<file path="src/hdl/hrhp_pkg.sv">
// ----------------------------------------------------------------------------
// hrhp_pkg - shared types and constants for the HTTP request head parser
// Parser phases, token and event codes, character constants, class helpers.
// ----------------------------------------------------------------------------
`default_nettype none

package hrhp_pkg;

    // Width of the internal byte position counter (8 to 32)
    localparam int OFFSET_BITS = 16;

    // Parser phase
    typedef enum logic [4:0] {
        P_LEAD   = 5'd0,
        P_METHOD = 5'd1,
        P_USKIP  = 5'd2,
        P_URI    = 5'd3,
        P_URICR  = 5'd4,
        P_AFTURI = 5'd5,
        P_H1     = 5'd6,
        P_H2     = 5'd7,
        P_H3     = 5'd8,
        P_H4     = 5'd9,
        P_VER    = 5'd10,
        P_VERBL  = 5'd11,
        P_SLCR   = 5'd12,
        P_HSTART = 5'd13,
        P_HENDCR = 5'd14,
        P_HLEAD  = 5'd15,
        P_KEY    = 5'd16,
        P_KEYBL  = 5'd17,
        P_COLON  = 5'd18,
        P_VAL    = 5'd19,
        P_VALCR  = 5'd20,
        P_DONE   = 5'd21,
        P_ERR    = 5'd22
    } phase_t;

    // Token kind of a byte
    typedef enum logic [2:0] {
        TK_NONE = 3'd0,
        TK_METH = 3'd1,
        TK_URI  = 3'd2,
        TK_VER  = 3'd3,
        TK_KEY  = 3'd4,
        TK_VAL  = 3'd5
    } token_t;

    // Event reported with a byte
    typedef enum logic [2:0] {
        EV_NONE = 3'd0,
        EV_SL   = 3'd1,
        EV_HL   = 3'd2,
        EV_HEAD = 3'd3,
        EV_BAD  = 3'd4
    } event_t;

    // Result of one parser step
    typedef struct packed {
        phase_t     phase;
        logic       nonempty;
        token_t     token;
        event_t     evt;
    } step_res_t;

    // Characters
    localparam logic [7:0] CH_NUL   = 8'h00;
    localparam logic [7:0] CH_TAB   = 8'h09;
    localparam logic [7:0] CH_LF    = 8'h0A;
    localparam logic [7:0] CH_CR    = 8'h0D;
    localparam logic [7:0] CH_SPACE = 8'h20;
    localparam logic [7:0] CH_DASH  = 8'h2D;
    localparam logic [7:0] CH_DOT   = 8'h2E;
    localparam logic [7:0] CH_SLASH = 8'h2F;
    localparam logic [7:0] CH_0     = 8'h30;
    localparam logic [7:0] CH_9     = 8'h39;
    localparam logic [7:0] CH_COLON = 8'h3A;
    localparam logic [7:0] CH_UA    = 8'h41;
    localparam logic [7:0] CH_UZ    = 8'h5A;
    localparam logic [7:0] CH_H     = 8'h48;
    localparam logic [7:0] CH_P     = 8'h50;
    localparam logic [7:0] CH_T     = 8'h54;
    localparam logic [7:0] CH_LA    = 8'h61;
    localparam logic [7:0] CH_LZ    = 8'h7A;

    function automatic logic is_blank(input logic [7:0] b);
        return (b == CH_SPACE) || (b == CH_TAB);
    endfunction

    function automatic logic is_keych(input logic [7:0] b);
        return ((b >= CH_LA) && (b <= CH_LZ)) || ((b >= CH_UA) && (b <= CH_UZ))
            || (b == CH_DASH);
    endfunction

    function automatic logic is_verch(input logic [7:0] b);
        return ((b >= CH_0) && (b <= CH_9)) || (b == CH_DOT);
    endfunction

endpackage

`default_nettype wire

</file>
<file path="src/hdl/hrhp_step.sv">
// ----------------------------------------------------------------------------
// hrhp_step - one byte of the request head parser state machine
// Given the current phase and a byte, gives next phase, token kind and event.
// ----------------------------------------------------------------------------
`default_nettype none

module hrhp_step
    import hrhp_pkg::*;
(
    input  var phase_t     phase,
    input  wire            nonempty,
    input  wire  [7:0]     data_byte,
    input  wire            first,
    output step_res_t      res
);

    phase_t     cur;
    logic       ne_cur;
    phase_t     np;
    logic       ne_n;
    token_t     tk;
    event_t     ev;
    logic [7:0] b;

    // A flagged first byte restarts from the top of the start line
    assign cur    = first ? P_LEAD : phase;
    assign ne_cur = first ? 1'b0 : nonempty;
    assign b      = data_byte;

    // Next phase and classification
    always_comb
    begin
        np   = P_ERR;
        ne_n = ne_cur;
        tk   = TK_NONE;
        ev   = EV_NONE;
        unique case (cur)
            P_LEAD:
            begin
                if (b == CH_CR || b == CH_LF) np = P_LEAD;
                else if (is_keych(b)) begin tk = TK_METH; np = P_METHOD; end
            end
            P_METHOD:
            begin
                if (is_keych(b)) begin tk = TK_METH; np = P_METHOD; end
                else if (is_blank(b)) np = P_USKIP;
            end
            P_USKIP:
            begin
                if (is_blank(b)) np = P_USKIP;
                else if (b == CH_CR) np = P_URICR;
                else begin tk = TK_URI; np = P_URI; end
            end
            P_URI:
            begin
                if (is_blank(b)) np = P_AFTURI;
                else if (b == CH_CR) np = P_URICR;
                else begin tk = TK_URI; np = P_URI; end
            end
            P_URICR, P_SLCR:
            begin
                if (b == CH_LF) begin ev = EV_SL; np = P_HSTART; end
            end
            P_AFTURI:
            begin
                if (is_blank(b)) np = P_AFTURI;
                else if (b == CH_CR) np = P_SLCR;
                else if (b == CH_H) np = P_H1;
            end
            P_H1: if (b == CH_T) np = P_H2;
            P_H2: if (b == CH_T) np = P_H3;
            P_H3: if (b == CH_P) np = P_H4;
            P_H4:
            begin
                if (b == CH_SLASH) begin ne_n = 1'b0; np = P_VER; end
            end
            P_VER:
            begin
                if (is_verch(b)) begin tk = TK_VER; ne_n = 1'b1; np = P_VER; end
                else if (ne_cur && is_blank(b)) np = P_VERBL;
                else if (ne_cur && b == CH_CR) np = P_SLCR;
            end
            P_VERBL:
            begin
                if (is_blank(b)) np = P_VERBL;
                else if (b == CH_CR) np = P_SLCR;
            end
            P_HSTART:
            begin
                if (b == CH_CR) np = P_HENDCR;
                else if (is_blank(b)) np = P_HLEAD;
                else if (is_keych(b)) begin tk = TK_KEY; np = P_KEY; end
            end
            P_HENDCR:
            begin
                if (b == CH_LF) begin ev = EV_HEAD; np = P_DONE; end
            end
            P_HLEAD:
            begin
                if (is_blank(b)) np = P_HLEAD;
                else if (is_keych(b)) begin tk = TK_KEY; np = P_KEY; end
            end
            P_KEY:
            begin
                if (is_keych(b)) begin tk = TK_KEY; np = P_KEY; end
                else if (is_blank(b)) np = P_KEYBL;
                else if (b == CH_COLON) np = P_COLON;
            end
            P_KEYBL:
            begin
                if (is_blank(b)) np = P_KEYBL;
                else if (b == CH_COLON) np = P_COLON;
            end
            P_COLON:
            begin
                if (is_blank(b)) np = P_COLON;
                else if (b != CH_CR && b != CH_LF && b != CH_NUL)
                begin
                    tk = TK_VAL;
                    np = P_VAL;
                end
            end
            P_VAL:
            begin
                if (b == CH_CR) np = P_VALCR;
                else if (b != CH_LF && b != CH_NUL) begin tk = TK_VAL; np = P_VAL; end
            end
            P_VALCR:
            begin
                if (b == CH_LF) begin ev = EV_HL; np = P_HSTART; end
            end
            P_DONE:
            begin
                ev = EV_HEAD;
                np = P_DONE;
            end
            default:
            begin
                np = P_ERR;
            end
        endcase
        // Any error, including staying in the error phase
        if (np == P_ERR)
        begin
            tk = TK_NONE;
            ev = EV_BAD;
        end
    end

    // Outputs
    always_comb
    begin
        res.phase    = np;
        res.nonempty = ne_n;
        res.token    = tk;
        res.evt      = ev;
    end

endmodule

`default_nettype wire

</file>
<file path="src/hdl/http_request_head_parser.sv">
// ----------------------------------------------------------------------------
// http_request_head_parser - byte-serial HTTP/1.1 request head parser
// Classifies each byte of a request head and flags line and head boundaries.
// ----------------------------------------------------------------------------
// Takes one byte per clock on the input channel while in_ready is high and
// returns one result per byte (offset, token kind, event) on the output
// channel, in order. An accepted byte is registered in the input register,
// stepped through the parser state machine into the result register and
// presented on the output from there. The sustained rate is one byte per
// cycle while out_ready is high, set by the loop through the phase register.
// The input register moves into the result register whenever the result is
// taken or empty, so stalls on the output side propagate back to in_ready;
// with both registers full and out_ready low, in_ready drops. An error or end
// of head is held until a byte with first set begins a new message; the offset saturates.
// ----------------------------------------------------------------------------
`default_nettype none

module http_request_head_parser
    import hrhp_pkg::*;
(
    input  wire         clk,
    input  wire         rst_n,
    input  wire         in_valid,
    output logic        in_ready,
    input  wire  [7:0]  data_byte,
    input  wire         first,
    output logic        out_valid,
    input  wire         out_ready,
    output logic [15:0] offset,
    output logic [2:0]  token_kind,
    output logic [2:0]  event_res
);

    localparam logic [OFFSET_BITS-1:0] POS_MAX = {OFFSET_BITS{1'b1}};

    // Input stage
    logic                   s1_valid_reg;
    logic [7:0]             s1_byte_reg;
    logic                   s1_first_reg;

    // Parser state
    phase_t                 phase_reg;
    phase_t                 phase_next;
    logic                   nonempty_reg;
    logic                   nonempty_next;
    logic [OFFSET_BITS-1:0] position_reg;
    logic [OFFSET_BITS-1:0] position_next;
    logic [OFFSET_BITS-1:0] pos_cur;

    // Result stage
    logic                   out_valid_reg;
    logic [15:0]            offset_reg;
    logic [15:0]            offset_next;
    token_t                 token_reg;
    event_t                 event_reg;

    logic                   s1_adv;
    step_res_t              step;
    logic [OFFSET_BITS+15:0] pos_ext;

    // Flow control: stage 1 moves when the result slot is free or being taken
    assign s1_adv   = s1_valid_reg && (!out_valid_reg || out_ready);
    assign in_ready = !s1_valid_reg || s1_adv;

    hrhp_step u_step (
        .phase     (phase_reg),
        .nonempty  (nonempty_reg),
        .data_byte (s1_byte_reg),
        .first     (s1_first_reg),
        .res       (step)
    );

    // Position of this byte, and of the next one
    always_comb
    begin
        pos_cur       = s1_first_reg ? '0 : position_reg;
        position_next = (pos_cur == POS_MAX) ? POS_MAX : pos_cur + OFFSET_BITS'(1);
        pos_ext       = {16'd0, pos_cur};
        offset_next   = pos_ext[15:0];
        phase_next    = step.phase;
        nonempty_next = step.nonempty;
    end

    // Input register
    always_ff @(posedge clk or negedge rst_n)
    begin
        if (!rst_n)
        begin
            s1_valid_reg <= 1'b0;
        end
        else if (in_ready)
        begin
            s1_valid_reg <= in_valid;
        end
    end

    always_ff @(posedge clk)
    begin
        if (in_valid && in_ready)
        begin
            s1_byte_reg  <= data_byte;
            s1_first_reg <= first;
        end
    end

    // Parser state
    always_ff @(posedge clk or negedge rst_n)
    begin
        if (!rst_n)
        begin
            phase_reg    <= P_LEAD;
            nonempty_reg <= 1'b0;
            position_reg <= '0;
        end
        else if (s1_adv)
        begin
            phase_reg    <= phase_next;
            nonempty_reg <= nonempty_next;
            position_reg <= position_next;
        end
    end

    // Result register
    always_ff @(posedge clk or negedge rst_n)
    begin
        if (!rst_n)
        begin
            out_valid_reg <= 1'b0;
        end
        else if (!out_valid_reg || out_ready)
        begin
            out_valid_reg <= s1_valid_reg;
        end
    end

    always_ff @(posedge clk)
    begin
        if (s1_adv)
        begin
            offset_reg <= offset_next;
            token_reg  <= step.token;
            event_reg  <= step.evt;
        end
    end

    assign out_valid  = out_valid_reg;
    assign offset     = offset_reg;
    assign token_kind = token_reg;
    assign event_res  = event_reg;

`ifndef SYNTHESIS
    // A malformed byte never carries a token
    a_bad_no_token: assert property (@(posedge clk) disable iff (!rst_n)
        (out_valid && event_res == EV_BAD) |-> (token_kind == TK_NONE))
        else $error("malformed byte reported with a token");

    // End of head is sticky until a new message
    a_done_sticky: assert property (@(posedge clk) disable iff (!rst_n)
        (s1_adv && !s1_first_reg && phase_reg == P_DONE) |=> (event_res == EV_HEAD))
        else $error("end of head not held");

    // Error is sticky until a new message
    a_err_sticky: assert property (@(posedge clk) disable iff (!rst_n)
        (s1_adv && !s1_first_reg && phase_reg == P_ERR) |=> (event_res == EV_BAD))
        else $error("error not held");

    // First byte of a message is at offset zero
    a_first_zero: assert property (@(posedge clk) disable iff (!rst_n)
        (s1_adv && s1_first_reg) |=> (offset == 16'd0))
        else $error("first byte not at offset zero");

    // Empty input register never blocks the input
    a_ready_empty: assert property (@(posedge clk) disable iff (!rst_n)
        !s1_valid_reg |-> in_ready)
        else $error("input stalled while empty");
`endif

endmodule

`default_nettype wire
</file>
<file path="config.mk">
export PLATFORM = sky130hd
export DESIGN_NAME = http_request_head_parser
export DESIGN_NICKNAME = d
export VERILOG_FILES = /design/src/hdl/hrhp_pkg.sv /design/src/hdl/hrhp_step.sv /design/src/hdl/http_request_head_parser.sv
export SDC_FILE = /design/constraint.sdc
export NUM_CORES = 1
export LEC_CHECK = 0
export BUFFER_PORTS_ARGS = -buffer_cell sky130_fd_sc_hd__buf_4
export CORE_UTILIZATION = 40
export DETAILED_ROUTE_END_ITERATION = 10
export GPL_ROUTABILITY_DRIVEN = 0
export PLACE_DENSITY = 0.61
export SLEW_MARGIN = 5
export SYNTH_ARGS = -nofsm -noshare
export SYNTH_HDL_FRONTEND = slang
export SYNTH_HIERARCHICAL = 1
export SYNTH_SLANG_ARGS = --single-unit
</file>
<file path="constraint.sdc">
create_clock -name clk -period 6.1 [get_ports clk]
set_clock_uncertainty 0.1 [all_clocks]
set_input_delay 1.22 -clock clk [delete_from_list [all_inputs] [get_ports clk]]
set_output_delay 1.22 -clock clk [all_outputs]
set_load 0.05 [all_outputs]
</file>
Yosys cells after proc, flatten, opt, wreduce, memory -nomap -nowiden. Index checks and enable logic that the tools add are counted.

Reductions and logical operators: 24. Muxes and demuxes: 56. $add $sub $neg: 1. Order comparisons: 6. Equal/unequal tests: 36.

Operators by type and width (count): 5-bit 2-to-1 mux (26); 5-bit one-hot mux with 20 select lines (1); 3-bit 2-to-1 mux (14); 5-bit by 4-bit equality test with 1-bit output, second input constant (8); 8-bit by 6-bit equality test with 1-bit output, second input constant (5); 5-bit equality test, second input constant (7); 16-bit 2-to-1 mux (2); 3-bit one-hot mux with 9 select lines (1); 8-bit by 4-bit equality test with 1-bit output, second input constant (3); 8-bit by 7-bit equality test with 1-bit output, second input constant (3); 5-bit by 3-bit equality test with 1-bit output, second input constant (4); 16-bit by 1-bit adder with 16-bit output, second input constant (1); 16-bit equality test, second input constant (1); 8-bit by 7-bit >= comparator with 1-bit output, second input constant (2); 8-bit by 7-bit <= comparator with 1-bit output, second input constant (2); 8-bit by 4-bit inequality test with 1-bit output, second input constant (2); 3-bit one-hot mux with 4 select lines (1); 5-bit by 2-bit equality test with 1-bit output, second input constant (2); 1-bit logical AND (10); 2-bit 2-to-1 mux (5); 8-bit by 6-bit >= comparator with 1-bit output, second input constant (1); 8-bit by 6-bit <= comparator with 1-bit output, second input constant (1); 8-bit nonzero test (1); 1-bit logical OR (7); 7 further kinds (13).

Word-level logic and storage cells: 133. Output and inout bits: 24. Input bits: 13. Flip-flop bits (word level): 55.

Depth between registers and ports, before layout. Gate-level depths: netlist (run 1).

Word-level depth: 9. Gate-level depth with buffers: 10. Gate-level depth less buffers: 9.

Hierarchy. The synthesis (run 1) kept the hierarchy.

By module, submodules not included: http_request_head_parser (cells each 188, instances 1, sequential area each 1531.5 µm², area each 2328.5 µm²); hrhp_step (cells each 189, instances 1, sequential area each 0.0 µm², area each 1104.8 µm²).

Worst setup path before layout (run 1). No wires, ideal clock.

Path type: input-to-output. Start point: input port out_ready. End point: output port in_ready. Cell stages on the path: 2. Arrival: 1876 ps. Slack: 2904 ps. Buffers on the path: 0. Data required time: 4780 ps. Cell sequence: nor2b_1 nand2_1.

Longest elaborated chain between the ends: 3.

Ends and longest elaborated chain: from (decl) (line http_request_head_parser.sv:28) `input wire out_ready,`; 1-bit logical OR (line http_request_head_parser.sv:62) `assign s1_adv = s1_valid_reg && (!out_valid_reg || out_ready);`; 1-bit logical AND (line http_request_head_parser.sv:62); 1-bit logical OR (line http_request_head_parser.sv:63) `assign in_ready = !s1_valid_reg || s1_adv;`; to (decl) (line http_request_head_parser.sv:24) `output logic in_ready,`.

No other way between the ends.

Final worst setup path (run 1). Same ends and word-level chain as after synthesis.

==> out/results.ini, run 1 <==
[clock_network]
root_buffer = clkbuf_8
cts_hold_buf = 0
clkTransAtPathRegs_ns = 0.10
cts_buffer_depth = 2
postCtsSetupBuffers = 0
htree_levels = 2
clock_sinks = 55
clk_latency_ns = 0.31
cts_made_buffers = 5
cts_resized = 0
cts_tree = built

[yosys]
syn_area_sq_um = 3430
synth_common_cells = 54 x nand2_1, 31 x edfxtp_1, 26 x nor2_1
synthMuxAreaShare_pct = 1.75
yosys.area.top_type = edfxtp_1
synth_top_area_share_pct = 27.1
synth_most_common_cell = nand2_1
synth_cell_types = 65
synth_xor_area_share_pct = 0.255
synth_top_family_by_area = simple AND/OR/NAND/NOR gates
yosys.area_share.adder_pct = 0.364
synth_compound_area_share_pct = 17.3
synth.area.top_cells = edfxtp_1 27%, dfrtp_1 17%, nand2_1 5.9%, nor2b_1 3.6%, nor2_1 2.8%
synth-edff-count = 31
syn_nets = 391
yosysWarningCount = 6
synth-seq-cells = 55
synthCells = 377
synth_flop_cell = edfxtp_1
ys_seq_area_share_pct = 44.6
async_flop_share_pct = 43.6
yosys.area_share.simple_pct = 32.1
synth.avg_cell_area_sq_um = 9.11

[finish]
fill_cells = 813
final_cells = 504
area_growth_pct = 12.5
fin_nets = 412
drive_above_1_share_pct = 14.5
n_antenna_cell = 0

[grt]
antenna_found_initial = 0
grt-ovfl-total = 0
grt_pass1_vias = 2762
grt_usage_pct = 19.7
grt_pass1_wl_um = 13700
grt_max_degree = 34

[setup_path]
path_class = in -> out
reg2reg_slack_ns = 2.82
r2r_end = event_res[2]$_DFFE_PP_
crit_path_start_kind = input port
cp-end-kind = output pin
cp.required_ns = 4.78
cp_common_cell = buf_4
critPathCapture = in_ready
slowest_stage = nor2b_1
reg2reg_depth = 7
cpPeakStageDelay_ns = 0.34
crit_fanout = 7
cp-startpoint = out_ready
cp.arrival_ns = 2.04
crit_chain = buf_4, nor2b_1, nand2_1, buf_4
rr_startpoint = s1_byte_reg[0]$_DFFE_PP_

[timing]
final-setup-viol-count = 0
drv_slew = 0
slew_headroom_pct = 19.6
worstMarginPinSlew_ns = 1.19
clock.fmax_ghz = 0.297
period_share_pct = 55.1
final.setup.tns_ns = 0
rsz0062_at_grt = false
hold_viol = 0
layout_min_cycle_time_ns = 3.36

[detailed_routing]
num_vias = 3033
finalWirelength_um = 8240
drt_iter0_markers = 376
ant_nets = 0
dr.pass1.iters = 5
wl_per_cell_um = 16.3
vias_per_cell = 6.02
drc = 0

[placed_design]
dpl.hpwl_um = 5780
placedCellCount = 496
numPortBuffers = 36

[worst_hold_path]
worstHoldPathType = reg -> reg
hp-start = nonempty_reg$_DFFE_PN0P_

[power]
leakagePower_nw = 1.48
vdd_drop_max_v = 0.000147
p_per_area_nw_per_um2 = 303

[die]
start_util_pct = 41.6
core-area_sq_um = 8260
die-area_sq_um = 8960
std_cell_rows = 33
fp.dieW_um = 94.6
chipHeight_um = 94.6
ioPinCount = 37

[status]
status = finished, final reports clean

[job]
maxCapViolations = 0

## per-stage QoR
stage	worst slack (ns)	utilization, %	hold WS, ns	instance area, sq um	power, W
after global placement	2.76	45.4	0.389	3750	0.000924
final	2.74	46.8	0.415	3860	0.00117
after CTS	2.73	46.8	0.423	3860	0.00117
after detailed placement	2.71	45.4	0.399	3750	0.000925
after floorplan	2.90	-	0.344	3430	0.000821
after global routing	2.56	46.8	0.447	3860	0.00124
## placed cells by master, fill, tap and decap left out, types with 3 or more instances in the layout
| master | n |
|---|---|
| edfxtp_1 | 31 |
| a31oi_1 | 5 |
| nor3_1 | 17 |
| o211ai_1 | 6 |
| buf_4 | 38 |
| a41oi_1 | 3 |
| nand2b_1 | 9 |
| clkbuf_8 | 5 |
| inv_1 | 7 |
| nor3b_1 | 3 |
| or2_2 | 3 |
| nor2_1 | 26 |
| and4b_1 | 5 |
| o221ai_1 | 3 |
| dfrtp_1 | 24 |
| nor2b_1 | 20 |
| nand3_1 | 14 |
| a21oi_1 | 18 |
| o21ai_0 | 16 |
| or3_1 | 3 |
| mux2i_1 | 6 |
| nand4_1 | 5 |
| nand4b_1 | 3 |
| and3_1 | 6 |
| a21o_1 | 4 |
| nor4b_1 | 3 |
| and2_1 | 4 |
| nor4_1 | 8 |
| nand3b_1 | 4 |
| nand2_1 | 54 |
## area by class of cell
| class | count | area [sq um] | area share [%] |
|---|---|---|---|
| clock buffers | 6 | 72.6 | 1.88 |
| clock inverters | 2 | 38.8 | 1.00 |
| inverters | 7 | 26.3 | 0.680 |
| multi-input cells | 291 | 1780 | 46.0 |
| flip-flops and latches | 55 | 1530 | 39.7 |
| well taps | 105 | 131 | 3.40 |
| repair buffers | 38 | 285 | 7.39 |
## where the power goes
group / internal (W) / leakage (nW) / total, W / switching (W)
Combinational: 0.000139 / 0.816 / 0.000364 / 0.000225
Sequential: 0.000449 / 0.613 / 0.000565 / 0.000116
Clock: 0.000124 / 0.0558 / 0.000241 / 0.000116
Total: 0.000712 / 1.48 / 0.00117 / 0.000457
## cell families after synthesis
logic type / count (synthesis)
xor+xnor: 1
simple gates: 198
flops: 55
fa+ha+maj: 1
buf+inv: 31
compound gates: 85
mux: 6
## critical path, delay by kind of cell
| family | cells | cell delay, ns |
|---|---|---|
| AND/OR/NAND/NOR | 2 | 0.49 |
| buffers and inverters | 2 | 0.33 |
## worst min-delay path by stage
stage,end,depth (start not counted)
global placement,nonempty_reg$_DFFE_PN0P_,2
detailed placement,nonempty_reg$_DFFE_PN0P_,2
CTS,nonempty_reg$_DFFE_PN0P_,2
floorplan,phase_reg[2]$_DFFE_PN0P_,2
finish,nonempty_reg$_DFFE_PN0P_,2
global route,nonempty_reg$_DFFE_PN0P_,2
## per-layer routing
metal,track usage [%],routed length [um]
met3,4.11,633
met4,8.08,229
met2,27.9,3440
met5,0,0
met1,29.1,3940
No activity file was read; power rests on OpenSTA's default activity.
==> run 2, diff against run 1 <==
--- a/config.mk
+++ b/config.mk
@@ -9,7 +9,7 @@
 export CORE_UTILIZATION = 40
 export DETAILED_ROUTE_END_ITERATION = 10
 export GPL_ROUTABILITY_DRIVEN = 0
-export PLACE_DENSITY = 0.61
+export PLACE_DENSITY = 0.63
 export SLEW_MARGIN = 5
 export SYNTH_ARGS = -nofsm -noshare
 export SYNTH_HDL_FRONTEND = slang
==> constraint.sdc (replaced) <==
create_clock -name clk -period 2.7 [get_ports clk]
set_clock_uncertainty 0.1 [all_clocks]
set_input_delay 0.54 -clock clk [delete_from_list [all_inputs] [get_ports clk]]
set_output_delay 0.54 -clock clk [all_outputs]
set_load 0.05 [all_outputs]
==> out/results.ini, run 2 (same netlist as run 1, synthesis figures left out) <==
[detailed_routing]
wl_per_cell_um = 15.9  ; -2.9%
num_vias = 3251  ; +7.2%
drc = 0  ; unchanged
dr.pass1.iters = 5  ; unchanged
drt_iter0_markers = 317  ; -16%
finalWirelength_um = 8760  ; +6.4%
vias_per_cell = 5.89  ; -2.1%
ant_nets = 0  ; unchanged

[die]
ioPinCount = 37  ; unchanged
start_util_pct = 41.6  ; unchanged
std_cell_rows = 33  ; unchanged
chipHeight_um = 94.6  ; unchanged
die-area_sq_um = 8960  ; unchanged
core-area_sq_um = 8260  ; unchanged
fp.dieW_um = 94.6  ; unchanged

[placed_design]
dpl.hpwl_um = 6330  ; +9.4%
post-place-ws_ns = -0.139  ; -2.85 ns
dpl-instance-area_sq_um = 4070  ; +8.5%
numPortBuffers = 36  ; unchanged

[timing]
clock.fmax_ghz = 0.356
worstMarginPinSlew_ns = 0.576  ; -0.613 ns
slew_headroom_pct = 61.1  ; +41 points
rsz0062_at_grt = true
final-setup-viol-count = 1  ; +1
drv_slew = 0  ; unchanged
hold_viol = 0  ; unchanged
whs_ns = 0.0231  ; -0.391 ns
period_share_pct = 104
setup_ws_ns = -0.109  ; -2.85 ns
final.setup.tns_ns = -0.109  ; -0.109 ns
layout_min_cycle_time_ns = 2.81

[finish]
fill_cells = 801  ; -1.5%
fin_nets = 460  ; +12%
final_cell_area_sq_um = 4260  ; +10%
drive_above_1_share_pct = 24.8  ; +10 points
final_cell_mix = 86 x buf_4, 54 x nand2_1, 31 x edfxtp_1, 26 x nor2_1, 24 x dfrtp_1
n_antenna_cell = 0  ; unchanged
area_growth_pct = 24.0
final_common_cell = buf_4

[grt]
grt_pass1_vias = 2889  ; +4.6%
grt_usage_pct = 20.2  ; +0.45 points
grt-ovfl-total = 0  ; unchanged
antenna_found_initial = 0  ; unchanged
grt_max_degree = 31  ; -8.8%
grt_pass1_wl_um = 14100  ; +2.8%

[clock_network]
clk_latency_ns = 0.30  ; about the same
clkTransAtPathRegs_ns = 0.10  ; about the same
htree_levels = 2  ; unchanged
clock_sinks = 55  ; unchanged
cts_hold_buf = 0  ; unchanged
root_buffer = clkbuf_8
cts_tree = built
cts_buffer_depth = 2  ; unchanged
cts_made_buffers = 5  ; unchanged

[power]
p_per_area_nw_per_um2 = 661  ; +120%
leakagePower_nw = 1.72  ; +16%
vdd_drop_max_v = 0.000326  ; +120%

[status]
status = finished with violations
violations = negative setup slack

[setup_path]
cp-end-kind = flop
cp.arrival_ns = 2.77  ; +0.73 ns
cp.required_ns = 2.66  ; -2.12 ns
reg2reg_slack_ns = -0.11  ; -2.93 ns
crit_fanout = 4  ; -3
crit_path_start_kind = flop
path_class = reg -> reg

[worst_hold_path]
worstHoldPathType = in -> async

[job]
maxCapViolations = 0  ; unchanged

## run 2: cell types whose count changed in the layout (fill, tap and decap cells not counted), sizes merged
cell    before  now
buf         38   86
inv          8    7
clkbuf       6    7
## run 2: repair_timing
item                                    4_1_cts  5_1_grt
endpoints found under the setup margin        2        6
setup buffers                                 5        1
resized for setup                             5        3
pin swaps                                     6        4
## run 2: critical path: stages, from the launching register on
cell      delay, ns
edfxtp_1       0.41
or3b_4         0.41
a2111o_1       0.43
a22oi_2        0.21
nor4b_2        0.08
o32a_1         0.37
or4_4          0.42
and3_4         0.16
## run 2: cell type report
class	count	area, sq um	share of cell area, %
clock inverters	1	30.0	0.705
well taps	105	131	3.09
multi-input cells	291	1820	42.7
clock buffers	7	76.3	1.79
inverters	7	26.3	0.617
repair buffers	86	646	15.2
flip-flops and latches	55	1530	36.0
## run 2: routing by layer
metal	vias up	track usage, %	wire [um]
met5	-	0	0
li1	1554	-	-
met1	1511	31.3	4160
met2	169	28.8	3750
met3	17	2.98	689
met4	0	5.81	157
## run 2: per-stage QoR
stage          instances  power (W)  util [%]
6_report             552    0.00281      51.6
5_1_grt              552    0.00296      51.6
4_1_cts              551    0.00280      51.2
3_5_place_dp         538    0.00223      49.3
3_3_place_gp         538    0.00222      49.3
2_1_floorplan        377    0.00186         -
## run 2: worst paths after layout
check	startpoint	to	cells past startpoint
min reg2reg	nonempty_reg$_DFFE_PN0P_	nonempty_reg$_DFFE_PN0P_	2
max reg2reg	s1_byte_reg[5]$_DFFE_PP_	event_res[2]$_DFFE_PP_	7
min in group clk	data_byte[6]	s1_byte_reg[6]$_DFFE_PP_	1
max in group asynchronous	rst_n	phase_reg[3]$_DFFE_PN0P_	1
min	rst_n	position_reg[6]$_DFFE_PN0P_	1
max	s1_byte_reg[5]$_DFFE_PP_	event_res[2]$_DFFE_PP_	7
## run 2: report_power, final
group | leakage, nW | switching, W | total [W] | internal (W)
logic | 1.05 | 0.000629 | 0.00109 | 0.000459
clock network | 0.0524 | 0.000254 | 0.000532 | 0.000278
registers | 0.613 | 0.000177 | 0.00119 | 0.00102
